### config.mk
export PLATFORM = sky130hd
export DESIGN_NAME = expression_tokenizer_unit
export DESIGN_NICKNAME = d
export VERILOG_FILES = /design/src/rtl/etk_pkg.sv /design/src/rtl/etk_core.sv /design/src/rtl/etk_outq.sv /design/src/rtl/expression_tokenizer_unit.sv
export VERILOG_INCLUDE_DIRS = /design/src /design/src/rtl
export SDC_FILE = /design/constraint.sdc
export NUM_CORES = 2
export LEC_CHECK = 0
export BUFFER_PORTS_ARGS = -buffer_cell sky130_fd_sc_hd__buf_2
export CORE_MARGIN = 5
export CORE_UTILIZATION = 34
export CTS_CLUSTER_DIAMETER = 50
export DETAILED_ROUTE_END_ITERATION = 16
export PLACE_DENSITY = 0.57
export SLEW_MARGIN = 40
export SYNTH_ARGS = -nofsm -noshare
export SYNTH_HDL_FRONTEND = slang
export SYNTH_HIERARCHICAL = 1
export SYNTH_SLANG_ARGS = --single-unit
### constraint.sdc
create_clock -name clock -period 30.2 [get_ports clock]
set_clock_uncertainty 0.2 [all_clocks]
set_input_delay 4.53 -clock clock [delete_from_list [all_inputs] [get_ports clock]]
set_output_delay 4.53 -clock clock [all_outputs]
set_load 0.05 [all_outputs]
### src/rtl/expression_tokenizer_unit_assert.svh
// Assertion macros used by the tokenizer top level.
`ifndef EXPRESSION_TOKENIZER_UNIT_ASSERT_SVH
`define EXPRESSION_TOKENIZER_UNIT_ASSERT_SVH

// Check that a condition implies a consequence in the same cycle.
`define ETK_ASSERT_IMP(label, clk, rst, cond, cons, msg) \
   label: assert property (@(posedge clk) disable iff (rst) (cond) |-> (cons)) \
      else $error(msg);

// Check that a condition implies a consequence in the following cycle.
`define ETK_ASSERT_NEXT(label, clk, rst, cond, cons, msg) \
   label: assert property (@(posedge clk) disable iff (rst) (cond) |=> (cons)) \
      else $error(msg);

`endif

### src/rtl/etk_pkg.sv
`default_nettype none
package etk_pkg;

   typedef enum logic [3:0] {
      M_IDLE  = 4'd0,
      M_SLASH = 4'd1,
      M_LINE  = 4'd2,
      M_BLOCK = 4'd3,
      M_BSTAR = 4'd4,
      M_ZERO  = 4'd5,
      M_DEC   = 4'd6,
      M_HEX   = 4'd7,
      M_BIN   = 4'd8,
      M_OCT   = 4'd9,
      M_IDENT = 4'd10,
      M_OP    = 4'd11
   } mode_type;

   localparam logic [4:0] K_END = 5'd0;
   localparam logic [4:0] K_NUM = 5'd1;
   localparam logic [4:0] K_T   = 5'd2;
   localparam logic [4:0] K_ID  = 5'd3;
   localparam logic [4:0] K_SLASH = 5'd7;
   localparam logic [4:0] K_AMP = 5'd17;
   localparam logic [4:0] K_BAR = 5'd19;
   localparam logic [4:0] K_LT  = 5'd22;
   localparam logic [4:0] K_GT  = 5'd25;
   localparam logic [4:0] K_NOT = 5'd28;

   localparam logic [1:0] ERR_NONE  = 2'd0;
   localparam logic [1:0] ERR_BLOCK = 2'd1;
   localparam logic [1:0] ERR_CHAR  = 2'd2;

   // Byte offset saturates here; line and column saturate one above it.
   localparam int MAX_SOURCE_LEN = 65536;

   typedef struct packed {
      logic [4:0]  kind;
      logic [63:0] value;
      logic [16:0] line;
      logic [16:0] column;
      logic [16:0] position;
      logic [1:0]  error;
      logic        last;
   } token_type;

   // Up to three tokens produced by one byte, in emission order.
   typedef struct packed {
      logic [1:0]    count;
      token_type [2:0] tok;
   } burst_type;

   function automatic logic is_digit(input logic [7:0] c);
      return c >= 8'h30 && c <= 8'h39;
   endfunction

   function automatic logic is_alpha(input logic [7:0] c);
      return (c >= 8'h61 && c <= 8'h7a) || (c >= 8'h41 && c <= 8'h5a) || c == 8'h5f;
   endfunction

   function automatic logic [4:0] pair_kind(input logic [7:0] h, input logic [7:0] c);
      logic [4:0] k;
      k = 5'd31;
      if (h == "&" && c == "&") k = 5'd16;
      if (h == "|" && c == "|") k = 5'd18;
      if (h == "<" && c == "<") k = 5'd20;
      if (h == "<" && c == "=") k = 5'd21;
      if (h == ">" && c == ">") k = 5'd23;
      if (h == ">" && c == "=") k = 5'd24;
      if (h == "=" && c == "=") k = 5'd26;
      if (h == "!" && c == "=") k = 5'd27;
      return k;
   endfunction

   function automatic logic [4:0] single_kind(input logic [7:0] c);
      logic [4:0] k;
      case (c)
         "+": k = 5'd4;
         "-": k = 5'd5;
         "*": k = 5'd6;
         "%": k = 5'd8;
         "(": k = 5'd9;
         ")": k = 5'd10;
         "?": k = 5'd11;
         ":": k = 5'd12;
         ",": k = 5'd13;
         "~": k = 5'd14;
         "^": k = 5'd15;
         default: k = 5'd31;
      endcase
      return k;
   endfunction

endpackage
`default_nettype wire

### src/rtl/etk_core.sv
`default_nettype none
// Scanner state and per-byte token decision. Consumes one byte whenever step is high.
module etk_core
   import etk_pkg::*;
(
   input  wire logic       clock,
   input  wire logic       reset,
   input  wire logic       step,
   input  wire logic [7:0] c,
   input  wire logic       first,
   input  wire logic       last,
   output burst_type       burst
);

   localparam logic [16:0] PMAX = 17'(MAX_SOURCE_LEN);
   localparam logic [16:0] LMAX = 17'(MAX_SOURCE_LEN + 1);

   logic [16:0] pos_ff, pos_in, line_ff, line_in, col_ff, col_in;
   mode_type    mode_ff, mode_in;
   logic [7:0]  held_ff, held_in;
   logic [63:0] acc_ff, acc_in;
   logic        sat_ff, sat_in, ist_ff, ist_in;
   logic [1:0]  err_ff, err_in;

   always_comb begin
      logic [16:0] pl, pc, pp, ql, qc, qp;
      mode_type    m;
      logic [7:0]  h;
      logic [63:0] a;
      logic        s, it, used, done, ok;
      logic [1:0]  e;
      logic [4:0]  pair, pk, sk;
      logic [3:0]  hv;
      logic        pnone, perru, perrb;
      token_type   t;

      burst = '0;
      t = '0; pk = K_END; sk = 5'd31; pnone = 1'b0; perru = 1'b0; perrb = 1'b0;
      pl = line_ff; pc = col_ff; pp = pos_ff;
      m = mode_ff; h = held_ff; a = acc_ff; s = sat_ff; it = ist_ff; e = err_ff;
      if (first) begin
         pl = 17'd1; pc = 17'd1; pp = '0; m = M_IDLE; h = '0; a = '0;
         s = 1'b0; it = 1'b0; e = ERR_NONE;
      end
      used = 1'b0; done = 1'b0; pair = 5'd31; hv = '0; ok = 1'b0;
      qp = (pp < PMAX) ? pp + 17'd1 : PMAX;
      if (c == 8'h0a) begin
         ql = (pl < LMAX) ? pl + 17'd1 : LMAX; qc = 17'd1;
      end else begin
         ql = pl; qc = (pc < LMAX) ? pc + 17'd1 : LMAX;
      end

      if (e != ERR_NONE) begin
         done = 1'b1;
         if (last) begin
            m = M_IDLE; h = '0; a = '0; s = 1'b0; it = 1'b0; e = ERR_NONE;
            ql = 17'd1; qc = 17'd1; qp = '0;
         end else begin
            ql = pl; qc = pc; qp = pp;
         end
      end else begin
         case (m)
            M_SLASH: begin
               if (c == "/") begin m = M_LINE; used = 1'b1; end
               else if (c == "*") begin m = M_BLOCK; used = 1'b1; end
            end
            M_LINE: used = (c != 8'h0a);
            M_BLOCK: begin m = (c == "*") ? M_BSTAR : M_BLOCK; used = 1'b1; end
            M_BSTAR: begin
               m = (c == "/") ? M_IDLE : (c == "*") ? M_BSTAR : M_BLOCK;
               used = 1'b1;
            end
            M_ZERO: begin
               if (c == "x" || c == "X") begin m = M_HEX; used = 1'b1; end
               else if (c == "b" || c == "B") begin m = M_BIN; used = 1'b1; end
               else if (c == "o" || c == "O") begin m = M_OCT; used = 1'b1; end
               else if (is_digit(c)) begin
                  m = M_DEC; a = {60'd0, c[3:0]}; used = 1'b1;
               end
            end
            M_DEC: if (is_digit(c)) begin
               a = (a << 3) + (a << 1) + {60'd0, c[3:0]}; used = 1'b1;
            end
            M_HEX: begin
               if (is_digit(c)) begin hv = c[3:0]; ok = 1'b1; end
               else if ((c >= "a" && c <= "f") || (c >= "A" && c <= "F")) begin
                  hv = c[3:0] + 4'd9; ok = 1'b1;
               end
               if (ok) begin
                  if (s || a[63:59] != 5'd0) s = 1'b1;
                  else a = {a[59:0], hv};
                  used = 1'b1;
               end
            end
            M_BIN: if (c == "0" || c == "1") begin
               a = {a[62:0], c[0]}; used = 1'b1;
            end
            M_OCT: if (c >= "0" && c <= "7") begin
               a = {a[60:0], c[2:0]}; used = 1'b1;
            end
            M_IDENT: if (is_alpha(c) || is_digit(c)) begin it = 1'b0; used = 1'b1; end
            M_OP: begin
               pair = pair_kind(h, c);
               used = (pair != 5'd31);
            end
            default: ;
         endcase

         if (!used) begin
            // Close the pending token at the counters before this byte.
            t = '0; t.line = pl; t.column = pc; t.position = pp;
            pnone = 1'b0; perru = 1'b0; pk = K_END;
            unique case (m)
               M_SLASH: pk = K_SLASH;
               M_ZERO, M_DEC, M_HEX, M_BIN, M_OCT: pk = K_NUM;
               M_IDENT: pk = it ? K_T : K_ID;
               M_OP: begin
                  case (h)
                     "&": pk = K_AMP;
                     "|": pk = K_BAR;
                     "<": pk = K_LT;
                     ">": pk = K_GT;
                     "!": pk = K_NOT;
                     default: perru = 1'b1;
                  endcase
               end
               default: pnone = 1'b1;
            endcase
            if (perru) begin
               t.error = ERR_CHAR; t.last = 1'b1;
               burst.tok[0] = t; burst.count = 2'd1; done = 1'b1;
               e = last ? ERR_NONE : ERR_CHAR;
               ql = pl; qc = pc; qp = pp;
            end else if (!pnone) begin
               t.kind = pk;
               if (pk == K_NUM) t.value = (m == M_HEX && s) ? 64'h7FFF_FFFF_FFFF_FFFF : a;
               burst.tok[0] = t; burst.count = 2'd1;
            end
            if (!perru) m = M_IDLE;
         end

         if (!done && pair != 5'd31) begin
            t = '0; t.kind = pair; t.line = ql; t.column = qc; t.position = qp;
            burst.tok[burst.count] = t; burst.count = burst.count + 2'd1;
            m = M_IDLE;
         end

         if (!done && !used) begin
            sk = single_kind(c);
            if (c == " " || c == 8'h09 || c == 8'h0d || c == 8'h0a) begin
            end else if (c == "/") m = M_SLASH;
            else if (is_digit(c)) begin
               m = (c == "0") ? M_ZERO : M_DEC; a = {60'd0, c[3:0]}; s = 1'b0;
            end else if (is_alpha(c)) begin
               m = M_IDENT; it = (c == "t");
            end else if (sk != 5'd31) begin
               t = '0; t.kind = sk; t.line = ql; t.column = qc; t.position = qp;
               burst.tok[burst.count] = t; burst.count = burst.count + 2'd1;
            end else if (c == "&" || c == "|" || c == "<" || c == ">" || c == "="
                         || c == "!") begin
               m = M_OP; h = c;
            end else begin
               t = '0; t.error = ERR_CHAR; t.last = 1'b1;
               t.line = ql; t.column = qc; t.position = qp;
               burst.tok[burst.count] = t; burst.count = burst.count + 2'd1;
               done = 1'b1; e = last ? ERR_NONE : ERR_CHAR;
            end
         end

         if (!done && last) begin
            t = '0; t.line = ql; t.column = qc; t.position = qp;
            pnone = 1'b0; perru = 1'b0; perrb = 1'b0; pk = K_END;
            unique case (m)
               M_SLASH: pk = K_SLASH;
               M_BLOCK, M_BSTAR: perrb = 1'b1;
               M_ZERO, M_DEC, M_HEX, M_BIN, M_OCT: pk = K_NUM;
               M_IDENT: pk = it ? K_T : K_ID;
               M_OP: begin
                  case (h)
                     "&": pk = K_AMP;
                     "|": pk = K_BAR;
                     "<": pk = K_LT;
                     ">": pk = K_GT;
                     "!": pk = K_NOT;
                     default: perru = 1'b1;
                  endcase
               end
               default: pnone = 1'b1;
            endcase
            if (perru || perrb) begin
               t.error = perru ? ERR_CHAR : ERR_BLOCK; t.last = 1'b1;
               burst.tok[burst.count] = t; burst.count = burst.count + 2'd1;
            end else begin
               if (!pnone) begin
                  t.kind = pk;
                  if (pk == K_NUM)
                     t.value = (m == M_HEX && s) ? 64'h7FFF_FFFF_FFFF_FFFF : a;
                  burst.tok[burst.count] = t; burst.count = burst.count + 2'd1;
               end
               t = '0; t.line = ql; t.column = qc; t.position = qp; t.last = 1'b1;
               burst.tok[burst.count] = t; burst.count = burst.count + 2'd1;
            end
         end

         if (last) begin
            m = M_IDLE; h = '0; a = '0; s = 1'b0; it = 1'b0; e = ERR_NONE;
            ql = 17'd1; qc = 17'd1; qp = '0;
         end
      end

      pos_in = qp; line_in = ql; col_in = qc; mode_in = m; held_in = h;
      acc_in = a; sat_in = s; ist_in = it; err_in = e;
   end

   always_ff @(posedge clock) begin
      if (reset) begin
         pos_ff <= '0; line_ff <= 17'd1; col_ff <= 17'd1; mode_ff <= M_IDLE;
         held_ff <= '0; acc_ff <= '0; sat_ff <= 1'b0; ist_ff <= 1'b0; err_ff <= ERR_NONE;
      end else if (step) begin
         pos_ff <= pos_in; line_ff <= line_in; col_ff <= col_in; mode_ff <= mode_in;
         held_ff <= held_in; acc_ff <= acc_in; sat_ff <= sat_in; ist_ff <= ist_in;
         err_ff <= err_in;
      end
   end

endmodule
`default_nettype wire

### src/rtl/etk_outq.sv
`default_nettype none
// Holds the tokens of one byte and hands them out one beat at a time.
module etk_outq
   import etk_pkg::*;
(
   input  wire logic      clock,
   input  wire logic      reset,
   input  wire logic      load,
   input  burst_type      burst,
   output logic           free,
   output logic           valid,
   input  wire logic      ready,
   output token_type      head
);

   logic [1:0]      cnt_ff, cnt_in, idx_ff, idx_in;
   token_type [2:0] tok_ff;
   logic            pop;

   assign valid = cnt_ff != 2'd0;
   assign pop   = valid && ready;
   assign head  = tok_ff[idx_ff];
   // Free when empty or when this beat drains the last token.
   assign free  = !valid || (pop && cnt_ff == 2'd1);

   always_comb begin
      cnt_in = cnt_ff; idx_in = idx_ff;
      if (pop) begin
         cnt_in = cnt_ff - 2'd1; idx_in = idx_ff + 2'd1;
      end
      if (load) begin
         cnt_in = burst.count; idx_in = 2'd0;
      end
   end

   always_ff @(posedge clock) begin
      if (reset) begin
         cnt_ff <= '0; idx_ff <= '0;
      end else begin
         cnt_ff <= cnt_in; idx_ff <= idx_in;
      end
   end

   always_ff @(posedge clock) begin
      if (load) tok_ff <= burst.tok;
   end

endmodule
`default_nettype wire

### src/rtl/expression_tokenizer_unit.sv
// Byte-serial lexer for a C-style expression language.
// The req_ channel carries one source byte per beat: tdata holds the byte,
// tuser holds first_byte (bit 0) and last_byte (bit 1). The rsp_ channel
// carries one token per beat, including the end token flagged by tlast.
// Each accepted byte updates the scanner state in the same cycle and places
// the zero to three tokens it produces into an output buffer; the first
// token is visible in the cycle after the byte beat.
// A byte that yields at most one token lets the next byte follow in the next
// cycle if the receiver is ready, so plain text streams at one byte per clock.
// A byte with more tokens holds the input until the buffer drains, one token
// per cycle through the single output port while the receiver is ready.
// When the receiver stalls, req_tready falls as soon as the buffer holds
// tokens that cannot drain this cycle; nothing is dropped.
// Reset is synchronous and active high; it clears position to zero, line and
// column to one, the scan mode to idle and the error state, and empties the
// output buffer.
`default_nettype none
module expression_tokenizer_unit
   import etk_pkg::*;
(
   input  wire logic         clock,
   input  wire logic         reset,
   input  wire logic         req_tvalid,
   output logic              req_tready,
   input  wire logic [7:0]   req_tdata,  // source_byte
   input  wire logic [1:0]   req_tuser,  // first_byte, last_byte
   output logic              rsp_tvalid,
   input  wire logic         rsp_tready,
   output logic [127:0]      rsp_tdata,  // token_kind, number_value, token_line,
                                         // token_column, token_position,
                                         // error_code, zero fill
   output logic              rsp_tlast   // last_token
);

   burst_type burst;
   token_type head;
   logic      step, free;

   assign req_tready = free;
   assign step = req_tvalid && req_tready;

   etk_core u_core (
      .clock(clock), .reset(reset), .step(step), .c(req_tdata),
      .first(req_tuser[0]), .last(req_tuser[1]), .burst(burst)
   );

   etk_outq u_outq (
      .clock(clock), .reset(reset), .load(step), .burst(burst), .free(free),
      .valid(rsp_tvalid), .ready(rsp_tready), .head(head)
   );

   assign rsp_tdata = {6'd0, head.error, head.position, head.column, head.line,
                       head.value, head.kind};
   assign rsp_tlast = head.last;

`include "expression_tokenizer_unit_assert.svh"

   `ETK_ASSERT_IMP(a_end_kind, clock, reset, rsp_tvalid && rsp_tlast, rsp_tdata[4:0] == K_END, "end token must have kind zero")
   `ETK_ASSERT_IMP(a_err_last, clock, reset, rsp_tvalid && rsp_tdata[121:120] != ERR_NONE, rsp_tlast, "error token must end the source")
   `ETK_ASSERT_IMP(a_block, clock, reset, rsp_tvalid && !rsp_tready, !req_tready, "stalled token must block input")
   `ETK_ASSERT_NEXT(a_hold, clock, reset, rsp_tvalid && !rsp_tready, rsp_tvalid && $stable(rsp_tdata) && $stable(rsp_tlast), "stalled token must stay")

endmodule
`default_nettype wire
==> results.json <==
{
  "critPathRequiredTime_ps": 30360,
  "instance_count_of_the_mapped_netlist": 4129,
  "design_area_um2": 39800,
  "status": "finished clean",
  "syn-mean-instance-area_um2": 8.53,
  "antenna_found_initial": 9,
  "ant_nets": 0,
  "portBuffers": 138,
  "fin_cells": 5556,
  "synthesized_area_fraction_occupied_by_ao_oa_aoi_and_oai_cells": 0.241,
  "worst_path_max_delay_cell": "or3_1",
  "synth_edf_count": 369,
  "routed_wl_um": 130000,
  "post_synth_fa_ha_maj_area_fraction": 0.0512,
  "placed_area_um2": 37000,
  "mostFrequentLayoutCell": "nor2_1",
  "rows": 118,
  "power_density_nw_per_um2": 56.9,
  "static_leakage_nw": 14.4,
  "io_count": 145,
  "async_set_or_reset_register_ratio_after_synthesis": 0,
  "largest_net_degree_at_the_start_of_global_routing": 76,
  "rsz_0062_raised_after_global_routing": "false",
  "drt-initial-drc-count": 3168,
  "hold_path.class": "flop to flop",
  "flow.area_growth_from_synthesis_pct": 13.0,
  "ys_warns": 6,
  "critPathCaptureType": "flop",
  "clkSinkCount": 504,
  "crit_path_cell_trace": "buf_2, clkinv_1, or4_1, nor3b_1, a21oi_1, inv_1, o311ai_1, and3_1, inv_1, ha_1, xnor2_1, ha_1, nand2_1, o21ai_0, ha_1, nand2_1, a2111oi_2, or2_1, or3_1, o32ai_1",
  "worstPathMaxFanout": 33,
  "vdd_ir_drop_max_mv": 0.0446,
  "synth_cell_types": 102,
  "total_placed_cells_including_tap_cells": 5403,
  "place_hpwl_um": 87900,
  "detail_route.first_pass.iterations": 6,
  "worst_setup_hold_path_clk_slew_ps": 50,
  "clock-root-buffer": "clkbuf_16",
  "synth_xor_area_frac": 0.0129,
  "highest_count_cells_in_the_layout_ignoring_fill_and_taps": "515 x nor2_1, 462 x nand2_1, 369 x edfxtp_1, 295 x o21ai_0, 255 x a21oi_1",
  "overflow": 0,
  "cts_post_setup_buffers_inserted": 0,
  "synth_top_cell_area_share": 0.315,
  "route.detailed.drc": 0,
  "cts_buffers": 78,
  "die_height_um": 332,
  "route.vias.total": 33100,
  "synth_ff_type": "edfxtp_1",
  "finalSetupViolations": 0,
  "period_needed_ps": 11700,
  "timing.max_slew.rel_slack": 0.385,
  "cts_tree": "built",
  "setup_total_negative_slack_ps": 0,
  "cp_common_cell": "ha_1",
  "clock_insertion_delay_worst_skew_ps": 640,
  "crit_arrival_ps": 11850,
  "mux_share_of_post_synthesis_cell_area": 0.0416,
  "synthDominantAreaCellType": "edfxtp_1",
  "finalCoreUtilization": 0.386,
  "synthesis.area_um2": 35200,
  "postCtsResizedCells": 0,
  "synth_area_leaders": "edfxtp_1 31%, dfxtp_1 7.7%, nor2_1 5.6%",
  "floorplan.initialDensity": 0.341,
  "share_of_final_layout_standard_cells_stronger_than_drive_strength_1": 0.109,
  "clockBufferDepth": 3,
  "finalHoldViolations": 0,
  "worst_path_largest_cell_delay_ps": 760,
  "chipWidth_um": 332,
  "grt_usage": 0.223,
  "wire_length_of_the_first_global_routing_pass_um": 195000,
  "drt-wirelength-per-cell_um": 23.4,
  "synth_seq_area_share": 0.391,
  "drv_slew": 0,
  "vias_per_cell": 5.96,
  "synth_seq_cells": 504,
  "criticalPathCategory": "input pin to flop",
  "worst_slew_pin_slew_ps": 919,
  "layout_worst_path_cycle_share": 0.387,
  "yosys.area_share.simple": 0.211,
  "first_global_vias": 31100,
  "holdBufCountCts": 0,
  "synth_top_family_by_area": "compound AO/OA/AOI/OAI gates",
  "design.final.nets": 4262,
  "worstSetupStartpointType": "input pin",
  "fp.dieArea_um2": 110000,
  "maxClockFrequency_mhz": 85.5,
  "maxCapViolations": 0,
  "gpl.final_weighted_congestion": 0.967,
  "cts-htree-levels": 3,
  "core_area_um2": 103000
}
==> metal layers <==
layer  share of wire  up-vias  GRT usage
li1                -    15400          -
met1            0.42    16100      0.295
met2            0.47     1396      0.371
met3           0.075      291     0.0375
met4           0.039        2     0.0766
met5        0.000054        -          0
==> logic make-up (layout without fill, tap and decap cells) <==
kind of cell,count (synthesis),count (layout)
AO/OA/AOI/OAI,1281,1281
XOR/XNOR,52,52
adder cells (fa/ha/maj),143,143
buffers and inverters,414,452
flip-flops,504,504
multiplexers,145,145
other,1,10
AND/OR/NAND/NOR,1589,1589
==> state kept, by name (all words and copies together) (netlist names) <==
signal / count
u_outq/tok_ff: 369
u_core/acc_ff: 64
u_core/col_ff: 17
u_core/line_ff: 17
u_core/pos_ff: 17
u_core/held_ff: 8
u_core/mode_ff: 4
u_core/err_ff: 2
u_outq/cnt_ff: 2
u_outq/idx_ff: 2
u_core/ist_ff: 1
u_core/sat_ff: 1
==> worst paths after layout <==
kind | start | to | slack, ps | depth (start not counted)
hold / removal | u_core/acc_ff[22]$_SDFFE_PP0P_ | u_core/acc_ff[22]$_SDFFE_PP0P_ | 250 | 2
hold reg to reg | u_core/acc_ff[22]$_SDFFE_PP0P_ | u_core/acc_ff[22]$_SDFFE_PP0P_ | 250 | 2
setup / recovery | req_tdata[3] | u_outq/tok_ff[33]$_DFFE_PP_ | 18500 | 20
setup reg to reg | u_core/mode_ff[0]$_SDFFE_PP0P_ | u_outq/tok_ff[33]$_DFFE_PP_ | 22550 | 18
==> critical path: cells and delay by family <==
kind	cells	cell delay, ps
buffers and inverters	4	1120
XOR/XNOR	1	400
adder cells (fa/ha/maj)	3	1030
AO/OA/AOI/OAI	5	2000
AND/OR/NAND/NOR	7	2720
==> area by class of cell <==
| type | count | area (um2) |
|---|---|---|
| fillers | 10400 | 63400 |
| inverters | 94 | 353 |
| well taps | 1380 | 1730 |
| repair buffers | 212 | 1320 |
| multi-input cells | 3216 | 19900 |
| diodes | 4 | 10.0 |
| clock buffers | 92 | 2030 |
| flip-flops and latches | 504 | 13800 |
| clock inverters | 54 | 642 |
==> through the flow <==
stage               hold WS (ps)  power, W  worst slack (ps)
finish                       252   0.00226             18500
global route                 272   0.00234             18000
CTS                          248   0.00228             18490
detailed placement           240   0.00135             17820
global placement             234   0.00135             17860
floorplan                    227   0.00124             14680
==> Yosys cell counts (39+ instances only) <==
library cell and number:
and3_1 54, nand2_1 463, nor2b_1 65, or3_1 48, a22oi_1 79, a21o_1 71, inv_1 91, nand4_1 43
o2bb2ai_1 39, mux2i_1 137, o21ai_0 297, nand3_1 92, clkbuf_1 237, o21ai_1 73, nand2b_1 40, nor2_1 521
nor3_1 109, edfxtp_1 369, a211oi_1 39, ha_1 140, dfxtp_1 135, a21oi_1 260
==> power breakdown <==
group	internal (W)	switching (W)
clock	0.000562	0.000364
sequential	0.000844	0.0000242
combinational	0.0000987	0.000371
No activity file was read; power rests on OpenSTA's default activity.
